`src/rtl/core/ifrp_pkg.sv`:
```
// ----------------------------------------------------------------------------
// ifrp_pkg: shared types and constants of the index file record parser
// Parse stages, result kinds, error codes and the result record.
// ----------------------------------------------------------------------------
`default_nettype none

package ifrp_pkg;

	// Parse stages, one-hot.
	typedef enum logic [10:0] {
		ST_SIG   = 11'b000_0000_0001,
		ST_VER   = 11'b000_0000_0010,
		ST_CNT   = 11'b000_0000_0100,
		ST_META  = 11'b000_0000_1000,
		ST_HASH  = 11'b000_0001_0000,
		ST_FLAGS = 11'b000_0010_0000,
		ST_PATH  = 11'b000_0100_0000,
		ST_PAD   = 11'b000_1000_0000,
		ST_SUM   = 11'b001_0000_0000,
		ST_DONE  = 11'b010_0000_0000,
		ST_HALT  = 11'b100_0000_0000
	} stage_t;

	// Result kinds.
	localparam logic [4:0] KIND_SIG   = 5'd0;
	localparam logic [4:0] KIND_VER   = 5'd1;
	localparam logic [4:0] KIND_CNT   = 5'd2;
	localparam logic [4:0] KIND_META0 = 5'd3;
	localparam logic [4:0] KIND_HASH  = 5'd13;
	localparam logic [4:0] KIND_FLAGS = 5'd14;
	localparam logic [4:0] KIND_PATH  = 5'd15;
	localparam logic [4:0] KIND_SUM   = 5'd16;
	localparam logic [4:0] KIND_ERR   = 5'd17;

	// Error codes carried in the value field.
	localparam logic [31:0] ERR_TRUNCATED = 32'd0;
	localparam logic [31:0] ERR_EXCESS    = 32'd1;

	// Field group lengths in bytes.
	localparam logic [11:0] HDR_BYTES  = 12'd4;
	localparam logic [11:0] META_BYTES = 12'd40;
	localparam logic [11:0] HASH_BYTES = 12'd20;
	localparam logic [11:0] HASH_LAST  = 12'd19;
	localparam logic [11:0] FLAG_BYTES = 12'd2;

	// One result of the parser.
	typedef struct packed {
		logic        valid;
		logic [4:0]  kind;
		logic [31:0] value;
		logic [31:0] entry;
		logic [11:0] word;
		logic        done;
	} res_t;

endpackage

`default_nettype wire

```
`src/rtl/core/ifrp_parser.sv`:
```
// ----------------------------------------------------------------------------
// ifrp_parser: parse state and per-byte next-state logic
// Holds the parse state and turns one byte into at most one result.
// ----------------------------------------------------------------------------
`default_nettype none

module ifrp_parser
	import ifrp_pkg::*;
(
	input  wire logic       clk,
	input  wire logic       arst_n,
	input  wire logic       step,
	input  wire logic [7:0] data_byte,
	input  wire logic       first_byte,
	input  wire logic       final_byte,
	input  wire logic       align_mode,
	output res_t            res
);

	stage_t      stage_q, st, st_n, fin_stage;
	logic [11:0] bif_q, bif, bif_n, bif_inc;
	logic [31:0] acc_q, acc, acc_n, acc_sh;
	logic [31:0] tot_q, tot, tot_n;
	logic [31:0] cnt_q, cnt, cnt_n, cnt_inc;
	logic [11:0] len_q, len, len_n;
	logic [12:0] off_q, off, off_n, off_inc;
	logic [3:0]  pad_q, pad, pad_n, pad_dec, pad_align, pad_path;

	// A first byte restarts the parse before the byte is taken.
	always_comb begin
		st  = first_byte ? ST_SIG : stage_q;
		bif = first_byte ? 12'd0 : bif_q;
		acc = first_byte ? 32'd0 : acc_q;
		tot = first_byte ? 32'd0 : tot_q;
		cnt = first_byte ? 32'd0 : cnt_q;
		len = first_byte ? 12'd0 : len_q;
		off = first_byte ? 13'd0 : off_q;
		pad = first_byte ? 4'd0 : pad_q;
	end

	assign bif_inc   = bif + 12'd1;
	assign cnt_inc   = cnt + 32'd1;
	assign off_inc   = off + 13'd1;
	assign acc_sh    = {acc[23:0], data_byte};
	assign pad_dec   = (pad != 4'd0) ? pad - 4'd1 : pad;
	assign pad_align = 4'd8 - {1'b0, off_inc[2:0]};
	assign pad_path  = align_mode ? pad_align : {3'b000, len[0]};
	assign fin_stage = (cnt_inc == tot) ? ST_SUM : ST_META;

	always_comb begin
		st_n  = st;
		bif_n = bif;
		acc_n = acc;
		tot_n = tot;
		cnt_n = cnt;
		len_n = len;
		off_n = off;
		pad_n = pad;
		res       = '0;
		res.entry = cnt;
		case (st)
			ST_HALT: begin
			end
			ST_DONE: begin
				res.valid = 1'b1;
				res.kind  = KIND_ERR;
				res.value = ERR_EXCESS;
				st_n      = ST_HALT;
			end
			ST_SIG, ST_VER, ST_CNT: begin
				acc_n = acc_sh;
				bif_n = bif_inc;
				if (bif_inc == HDR_BYTES) begin
					res.valid = 1'b1;
					res.kind  = (st == ST_SIG) ? KIND_SIG :
					            (st == ST_VER) ? KIND_VER : KIND_CNT;
					res.value = acc_sh;
					bif_n     = 12'd0;
					if (st == ST_CNT) begin
						tot_n = acc_sh;
						cnt_n = 32'd0;
						off_n = 13'd0;
						st_n  = (acc_sh != 32'd0) ? ST_META : ST_SUM;
					end else begin
						st_n = (st == ST_SIG) ? ST_VER : ST_CNT;
					end
				end
			end
			ST_META: begin
				acc_n = acc_sh;
				off_n = off_inc;
				bif_n = bif_inc;
				if (bif_inc[1:0] == 2'b00) begin
					res.valid = 1'b1;
					res.kind  = KIND_META0 + 5'(bif[11:2]);
					res.value = acc_sh;
				end
				if (bif_inc == META_BYTES) begin
					bif_n = 12'd0;
					st_n  = ST_HASH;
				end
			end
			ST_HASH: begin
				acc_n = acc_sh;
				off_n = off_inc;
				bif_n = bif_inc;
				if (bif_inc[1:0] == 2'b00) begin
					res.valid = 1'b1;
					res.kind  = KIND_HASH;
					res.value = acc_sh;
					res.word  = {2'b00, bif[11:2]};
				end
				if (bif_inc == HASH_BYTES) begin
					bif_n = 12'd0;
					st_n  = ST_FLAGS;
				end
			end
			ST_FLAGS: begin
				acc_n = acc_sh;
				off_n = off_inc;
				bif_n = bif_inc;
				if (bif_inc == FLAG_BYTES) begin
					bif_n     = 12'd0;
					len_n     = acc_sh[11:0];
					res.valid = 1'b1;
					res.kind  = KIND_FLAGS;
					res.value = {16'd0, acc_sh[15:0]};
					if (acc_sh[11:0] != 12'd0) begin
						st_n = ST_PATH;
					end else begin
						// Empty name: the flags close the entry.
						res.done = 1'b1;
						if (align_mode) begin
							pad_n = pad_align;
							st_n  = ST_PAD;
						end else begin
							cnt_n = cnt_inc;
							off_n = 13'd0;
							st_n  = fin_stage;
						end
					end
				end
			end
			ST_PATH: begin
				acc_n     = acc_sh;
				off_n     = off_inc;
				bif_n     = bif_inc;
				res.valid = 1'b1;
				res.kind  = KIND_PATH;
				res.value = {24'd0, data_byte};
				res.word  = bif;
				if (bif_inc == len) begin
					res.done = 1'b1;
					bif_n    = 12'd0;
					if (pad_path == 4'd0) begin
						cnt_n = cnt_inc;
						off_n = 13'd0;
						st_n  = fin_stage;
					end else begin
						pad_n = pad_path;
						st_n  = ST_PAD;
					end
				end
			end
			ST_PAD: begin
				acc_n = acc_sh;
				off_n = off_inc;
				pad_n = pad_dec;
				if (pad_dec == 4'd0) begin
					cnt_n = cnt_inc;
					off_n = 13'd0;
					bif_n = 12'd0;
					st_n  = fin_stage;
				end
			end
			ST_SUM: begin
				acc_n = acc_sh;
				bif_n = bif_inc;
				if (bif_inc[1:0] == 2'b00) begin
					res.valid = 1'b1;
					res.kind  = KIND_SUM;
					res.value = acc_sh;
					res.word  = {2'b00, bif[11:2]};
				end
				if (bif_inc > HASH_LAST) begin
					bif_n = 12'd0;
					st_n  = ST_DONE;
				end
			end
			default: begin
				st_n = ST_HALT;
			end
		endcase
		// A file that ends before the trailer is complete replaces any field result.
		if (final_byte && st != ST_HALT && st != ST_DONE && st_n != ST_DONE) begin
			res.valid = 1'b1;
			res.kind  = KIND_ERR;
			res.value = ERR_TRUNCATED;
			res.word  = 12'd0;
			res.done  = 1'b0;
			res.entry = cnt_n;
			st_n      = ST_HALT;
		end
		if (!step) begin
			res.valid = 1'b0;
		end
	end

	always_ff @(posedge clk or negedge arst_n) begin
		if (!arst_n) begin
			stage_q <= ST_SIG;
			bif_q   <= '0;
			acc_q   <= '0;
			tot_q   <= '0;
			cnt_q   <= '0;
			len_q   <= '0;
			off_q   <= '0;
			pad_q   <= '0;
		end else if (step) begin
			stage_q <= st_n;
			bif_q   <= bif_n;
			acc_q   <= acc_n;
			tot_q   <= tot_n;
			cnt_q   <= cnt_n;
			len_q   <= len_n;
			off_q   <= off_n;
			pad_q   <= pad_n;
		end
	end

	a_pad_live: assert property (@(posedge clk) disable iff (!arst_n)
		stage_q == ST_PAD |-> (pad_q != 4'd0 && pad_q <= 4'd8))
		else $error("pad stage with no pad bytes left");
	a_meta_range: assert property (@(posedge clk) disable iff (!arst_n)
		stage_q == ST_META |-> bif_q < META_BYTES)
		else $error("metadata byte count out of range");
	a_sum_range: assert property (@(posedge clk) disable iff (!arst_n)
		stage_q == ST_SUM |-> bif_q < HASH_BYTES)
		else $error("checksum byte count out of range");
	a_halt_quiet: assert property (@(posedge clk) disable iff (!arst_n)
		(step && stage_q == ST_HALT && !first_byte) |-> !res.valid)
		else $error("result produced while halted");

endmodule

`default_nettype wire

```
`src/rtl/core/ifrp_out_stage.sv`:
```
// ----------------------------------------------------------------------------
// ifrp_out_stage: result register
// Holds one result until the downstream side takes it.
// ----------------------------------------------------------------------------
`default_nettype none

module ifrp_out_stage
	import ifrp_pkg::*;
(
	input  wire logic clk,
	input  wire logic arst_n,
	input  wire logic load,
	input  wire res_t res,
	input  wire logic out_ready,
	output logic      out_valid,
	output logic      can_load,
	output res_t      res_s2
);

	logic valid_s2;

	assign can_load  = !valid_s2 || out_ready;
	assign out_valid = valid_s2;

	always_ff @(posedge clk or negedge arst_n) begin
		if (!arst_n) begin
			valid_s2 <= 1'b0;
		end else if (load) begin
			valid_s2 <= 1'b1;
		end else if (out_ready) begin
			valid_s2 <= 1'b0;
		end
	end

	always_ff @(posedge clk) begin
		if (load) begin
			res_s2 <= res;
		end
	end

	a_no_overwrite: assert property (@(posedge clk) disable iff (!arst_n)
		(valid_s2 && !out_ready) |-> !load)
		else $error("result register overwritten before it was taken");
	a_load_shows: assert property (@(posedge clk) disable iff (!arst_n)
		load |=> valid_s2)
		else $error("loaded result not presented");
	a_take_clears: assert property (@(posedge clk) disable iff (!arst_n)
		(valid_s2 && out_ready && !load) |=> !valid_s2)
		else $error("taken result still presented");

endmodule

`default_nettype wire

```
`src/rtl/core/index_file_record_parser.sv`:
```
// ----------------------------------------------------------------------------
// index_file_record_parser: streaming parser of a directory-cache index file
// Takes the file one byte per request and reports header fields, entry
// fields, path bytes, trailer checksum words and format errors.
// ----------------------------------------------------------------------------
//
//  Channel   Direction  Payload
//  -------   ---------  ------------------------------------------------------
//  s_axis    in         tdata: data_byte; tuser: first_byte; tlast: final_byte
//  m_axis    out        tdata: value, entry number, word number; tuser: kind;
//                       tlast: entry_done
//  cfg       in         cfg_wdata: align_mode, written when cfg_we is high
//
// One byte request is accepted per clock cycle unless a stall on m_axis
// holds the input register. A byte sits in the input register while the
// parser updates its state and forms at most one result, which is
// registered into the result register. The per-byte stage update and the
// 32-bit shift-accumulate set the cycle time. Pad bytes and the inner bytes
// of a multi-byte field give no result.
// Reset clears the parse state to the signature stage and empties both
// registers; no clearing pass is needed.
// A stall on m_axis holds the input register only once it carries a byte
// whose turn has come while the result register is still full; the ready
// on s_axis follows m_axis_tready combinationally in that case.
// ----------------------------------------------------------------------------
`default_nettype none

module index_file_record_parser
	import ifrp_pkg::*;
(
	input  wire logic        clk,
	input  wire logic        arst_n,
	// Configuration: align_mode.
	input  wire logic        cfg_we,
	input  wire logic        cfg_wdata,
	// Byte stream in.
	input  wire logic        s_axis_tvalid,
	output logic             s_axis_tready,
	input  wire logic [7:0]  s_axis_tdata,   // [7:0] data_byte
	input  wire logic [0:0]  s_axis_tuser,   // [0] first_byte
	input  wire logic        s_axis_tlast,   // final_byte
	// Result stream out.
	output logic             m_axis_tvalid,
	input  wire logic        m_axis_tready,
	output logic [79:0]      m_axis_tdata,   // [31:0] field_value, [63:32] entry_number,
	                                         // [75:64] word_number, [79:76] zero
	output logic [4:0]       m_axis_tuser,   // [4:0] field_kind
	output logic             m_axis_tlast    // entry_done
);

	logic       align_q;
	logic       valid_s1;
	logic [7:0] byte_s1;
	logic       first_s1;
	logic       final_s1;
	logic       advance;
	logic       can_load;
	res_t       res;
	res_t       res_s2;

	// The alignment mode is to be changed by the user only while the parser is idle; the block does not enforce it.
	always_ff @(posedge clk or negedge arst_n) begin
		if (!arst_n) begin
			align_q <= 1'b0;
		end else if (cfg_we) begin
			align_q <= cfg_wdata;
		end
	end

	// The byte in the input register is parsed in the cycle that the
	// result register can take whatever it produces.
	assign advance       = valid_s1 && can_load;
	assign s_axis_tready = !valid_s1 || advance;

	always_ff @(posedge clk or negedge arst_n) begin
		if (!arst_n) begin
			valid_s1 <= 1'b0;
		end else if (s_axis_tready) begin
			valid_s1 <= s_axis_tvalid;
		end
	end

	always_ff @(posedge clk) begin
		if (s_axis_tvalid && s_axis_tready) begin
			byte_s1  <= s_axis_tdata;
			first_s1 <= s_axis_tuser[0];
			final_s1 <= s_axis_tlast;
		end
	end

	ifrp_parser u_parser (
		.clk        (clk),
		.arst_n     (arst_n),
		.step       (advance),
		.data_byte  (byte_s1),
		.first_byte (first_s1),
		.final_byte (final_s1),
		.align_mode (align_q),
		.res        (res)
	);

	ifrp_out_stage u_out (
		.clk       (clk),
		.arst_n    (arst_n),
		.load      (res.valid),
		.res       (res),
		.out_ready (m_axis_tready),
		.out_valid (m_axis_tvalid),
		.can_load  (can_load),
		.res_s2    (res_s2)
	);

	assign m_axis_tdata = {4'd0, res_s2.word, res_s2.entry, res_s2.value};
	assign m_axis_tuser = res_s2.kind;
	assign m_axis_tlast = res_s2.done;

	a_res_needs_step: assert property (@(posedge clk) disable iff (!arst_n)
		res.valid |-> advance)
		else $error("parser result without an advancing byte");
	a_stall_holds: assert property (@(posedge clk) disable iff (!arst_n)
		(valid_s1 && !can_load) |=> (valid_s1 && $stable(byte_s1)))
		else $error("input register lost a byte during a stall");
	a_kind_valid: assert property (@(posedge clk) disable iff (!arst_n)
		m_axis_tvalid |-> m_axis_tuser <= KIND_ERR)
		else $error("result kind out of range");

endmodule

`default_nettype wire
```
`config.mk`:
```
export PLATFORM = sky130hd
export DESIGN_NAME = index_file_record_parser
export DESIGN_NICKNAME = d
export VERILOG_FILES = /design/src/rtl/core/ifrp_pkg.sv /design/src/rtl/core/ifrp_parser.sv /design/src/rtl/core/ifrp_out_stage.sv /design/src/rtl/core/index_file_record_parser.sv
export SDC_FILE = /design/constraint.sdc
export NUM_CORES = 1
export LEC_CHECK = 0
export BUFFER_PORTS_ARGS = -buffer_cell sky130_fd_sc_hd__buf_2
export CORE_UTILIZATION = 61
export DETAILED_ROUTE_END_ITERATION = 8
export GPL_TIMING_DRIVEN = 0
export PLACE_DENSITY_LB_ADDON = 0.15
export SYNTH_ARGS = -nofsm -noshare
export SYNTH_HDL_FRONTEND = slang
export SYNTH_HIERARCHICAL = 1
export SYNTH_SLANG_ARGS = --single-unit
```
`constraint.sdc`:
```
create_clock -name clk -period 11.3 [get_ports clk]
set_input_delay 1.695 -clock clk [delete_from_list [all_inputs] [get_ports clk]]
set_output_delay 1.695 -clock clk [all_outputs]
set_load 0.02 [all_outputs]
```
==> flow_metrics.py <==
metrics = {
    "power": {
        "p_sw_uw": 819,
        "powerDensity_nw_per_um2": 155,
        "pwr-share-comb_pct": 22.8,
        "ir_worst_vdd_uv": 145,
        "power_uw": 2430,
        "switching_share_pct": 33.8,
        "internal_power_uw": 1610,
        "clockPowerShare_pct": 35.0,
        "seqPwrFrac_pct": 42.2,
        "power_leakage_uw": 0.00618,
    },
    "detailed_routing": {
        "drt_wl_total_mm": 52.4,
        "wire_per_inst_um": 27.6,
        "drc": 14,
        "antenna_left": 0,
        "drt-pass1-iter-count": 9,
        "vias": 13800,
        "drt_iter0_markers": 2168,
        "viasPerCell": 7.25,
    },
    "cts": {
        "cts_max_level": 1,
        "post_cts_buffers": 0,
        "cts.sinks": 225,
        "cts_buffer_depth": 3,
        "cts_hold_buf": 0,
        "clkLatencyLatePin_ns": 0.55,
        "cts_root_buf": "clkbuf_16",
        "cts_tree": "done",
        "cts_resized": 0,
        "clk_pin_slew_ns": 0.06,
        "cts_inserted_buffers": 25,
    },
    "critical_path": {
        "worstPathRequired_ns": 11.51,
        "crit_top_cell": "clkbuf_1",
        "crit_fanout": 10,
        "crit_buf_inv": 9,
        "crit_chain": "buf_6, buf_2, clkbuf_1, buf_2, buf_2, buf_1, clkbuf_1, clkbuf_1, nor2b_1, ha_1, and4_1, clkbuf_1, mux2i_1, xor2_1, a41oi_2, nor4_1, a21oi_1, nor2b_1, o311ai_0",
        "end_kind": "register",
        "arrival_ns": 9.49,
        "cpMaxStageDelayCell": "nor4_1",
        "critPathMaxStageDelay_ns": 1.10,
        "critical_path_class": "register to register",
        "crit_path_start_kind": "register",
        "cpLargestDelayFamily": "buffers and inverters",
    },
    "yosys": {
        "syn_area_um2": 13800,
        "syn_area_per_cell_um2": 9.44,
        "yosysWarnings": 6,
        "synthCells": 1467,
    },
    "final_layout": {
        "drive_above_1_share_pct": 13.5,
        "syn2layout_area_growth_pct": 13.0,
        "ff_latch_area_um2": 6090,
        "multiInputGateArea_um2": 7190,
        "utilization_pct": 71.0,
        "nets": 1625,
        "num-fill-cells": 1711,
    },
    "place": {
        "gp_congestion": 1.08,
        "portBuffers": 99,
        "dpl.hpwl_mm": 37.4,
    },
    "timing": {
        "final.setup_skew_ns": 0.0131,
        "slew-limit-headroom_pct": 15.6,
        "fin_crit_ns": 9.28,
        "rsz0062_at_grt": "no",
        "hold_viol_final": 0,
        "clock.fmax_ghz": 0.108,
        "hold_slack_ns": 0.479,
        "slew_violations": 0,
        "setup_viol": 0,
        "fin_crit_sh_pct": 82.1,
        "worst_pin_slew_ns": 1.26,
    },
    "global_route": {
        "grt_overflow": 0,
        "grt_pass1_wl_mm": 78.3,
        "grt_pass1_vias": 12900,
        "antenna_found_initial": 0,
        "grt_max_degree": 95,
        "track_usage_pct": 44.7,
    },
    "floorplan": {
        "fp.dieArea_um2": 23300,
        "pin_count": 104,
        "start_util_pct": 62.9,
        "fp.dieH_um": 153,
        "die_x_um": 153,
        "core_area_um2": 22000,
        "rows": 54,
    },
    "job": {
        "maxCapViolCount": 0,
    },
    "status": {
        "violations": "design-rule violations",
        "status": "finished, violations left",
    },
    "min_path": {
        "hold_path.class": "register to register",
    },
}
## worst reg2reg max path: cells and delay by family (launching register included)
family	cells	cell delay (ns)
buffers and inverters	9	4.22
AND/OR/NAND/NOR	4	1.89
AO/OA/AOI/OAI	3	1.59
flip-flops	1	0.35
adder cells (fa/ha/maj)	1	0.30
multiplexers	1	0.30
XOR/XNOR	1	0.29
## cell type report
| type | instances | area share [%] |
|---|---|---|
| multi-input cells | 1107 | 46.0 |
| repair buffers | 103 | 3.69 |
| plain buffers | 110 | 3.09 |
| clock inverters | 14 | 1.13 |
| inverters | 28 | 0.672 |
| diodes | 1 | 0.0160 |
| flip-flops and latches | 225 | 38.9 |
| well taps | 280 | 2.24 |
| clock buffers | 32 | 4.29 |
## final timing paths
check / slack (ns) / endpoint / from / cells after the start
min: 0.48 / u_parser/off_q[1]$_DFFE_PN0P_ / u_parser/off_q[1]$_DFFE_PN0P_ / 2
max: 2.02 / u_out/res_s2[21]$_DFFE_PP_ / first_s1$_DFFE_PP_ / 19
max in group asynchronous: 9.38 / u_parser/acc_q[22]$_DFFE_PN0P_ / arst_n / 2
min in group asynchronous: 1.08 / u_parser/stage_q[9]$_DFFE_PN0P_ / arst_n / 1
max reg2reg: 2.02 / u_out/res_s2[21]$_DFFE_PP_ / first_s1$_DFFE_PP_ / 19
min reg2reg: 0.48 / u_parser/off_q[1]$_DFFE_PN0P_ / u_parser/off_q[1]$_DFFE_PN0P_ / 2
## through the flow
stage,setup WS (ns),setup TNS [ns],instance area [um^2],cells
floorplan,2.75,0,13900,1470
global placement,-1.82,-136.84,14700,1849
detailed placement,2.73,0,14800,1853
CTS,2.72,0,15600,1899
global route,2.08,0,15600,1899
finish,2.02,0,15600,1900
## routing by layer
metal | part of all wire [%] | global-route usage [%] | wire, um
met3 | 17 | 15.4 | 8700
met2 | 40 | 62.3 | 21100
met5 | 0 | 0 | 0
met4 | 5.5 | 22.5 | 2860
met1 | 38 | 61.6 | 19800
## sequential cells by signal (all words and copies together), names as in the netlist
register,count
final_s1,1
u_parser/len_q,12
u_parser/cnt_q,32
u_out/res_s2,82
u_parser/tot_q,32
u_parser/bif_q,12
u_parser/stage_q,11
u_parser/pad_q,4
valid_s1,1
u_parser/off_q,3
u_out/out_valid,1
byte_s1,8
u_parser/acc_q,24
first_s1,1
align_q,1
## power groups by stage
stage / Clock [uW] / Combinational, uW / Sequential [uW]
2_1_floorplan: 0 / 318 / 1040
3_3_place_gp: 0 / 506 / 1040
3_5_place_dp: 0 / 526 / 1030
4_1_cts: 854 / 529 / 1020
5_1_grt: 880 / 578 / 1030
6_report: 849 / 552 / 1020
## placed cells by master (no fill, tap or decap), drive strengths merged, types with 14 or more instances in the layout
master     n
nor2     101
nand2b    19
dfrtp    132
nor4      33
xnor2     46
buf      138
edfxtp    92
clkbuf   107
a31oi     20
a22oi     55
inv       30
nand4     29
o2bb2ai   44
nor2b     35
xor2      21
o22ai     24
a22o      30
nand3     41
o21ai     79
a21oi     68
a21o      14
nand2    127
nor3      50
and2      48
and3      22
(Power assumes the default switching activity.)
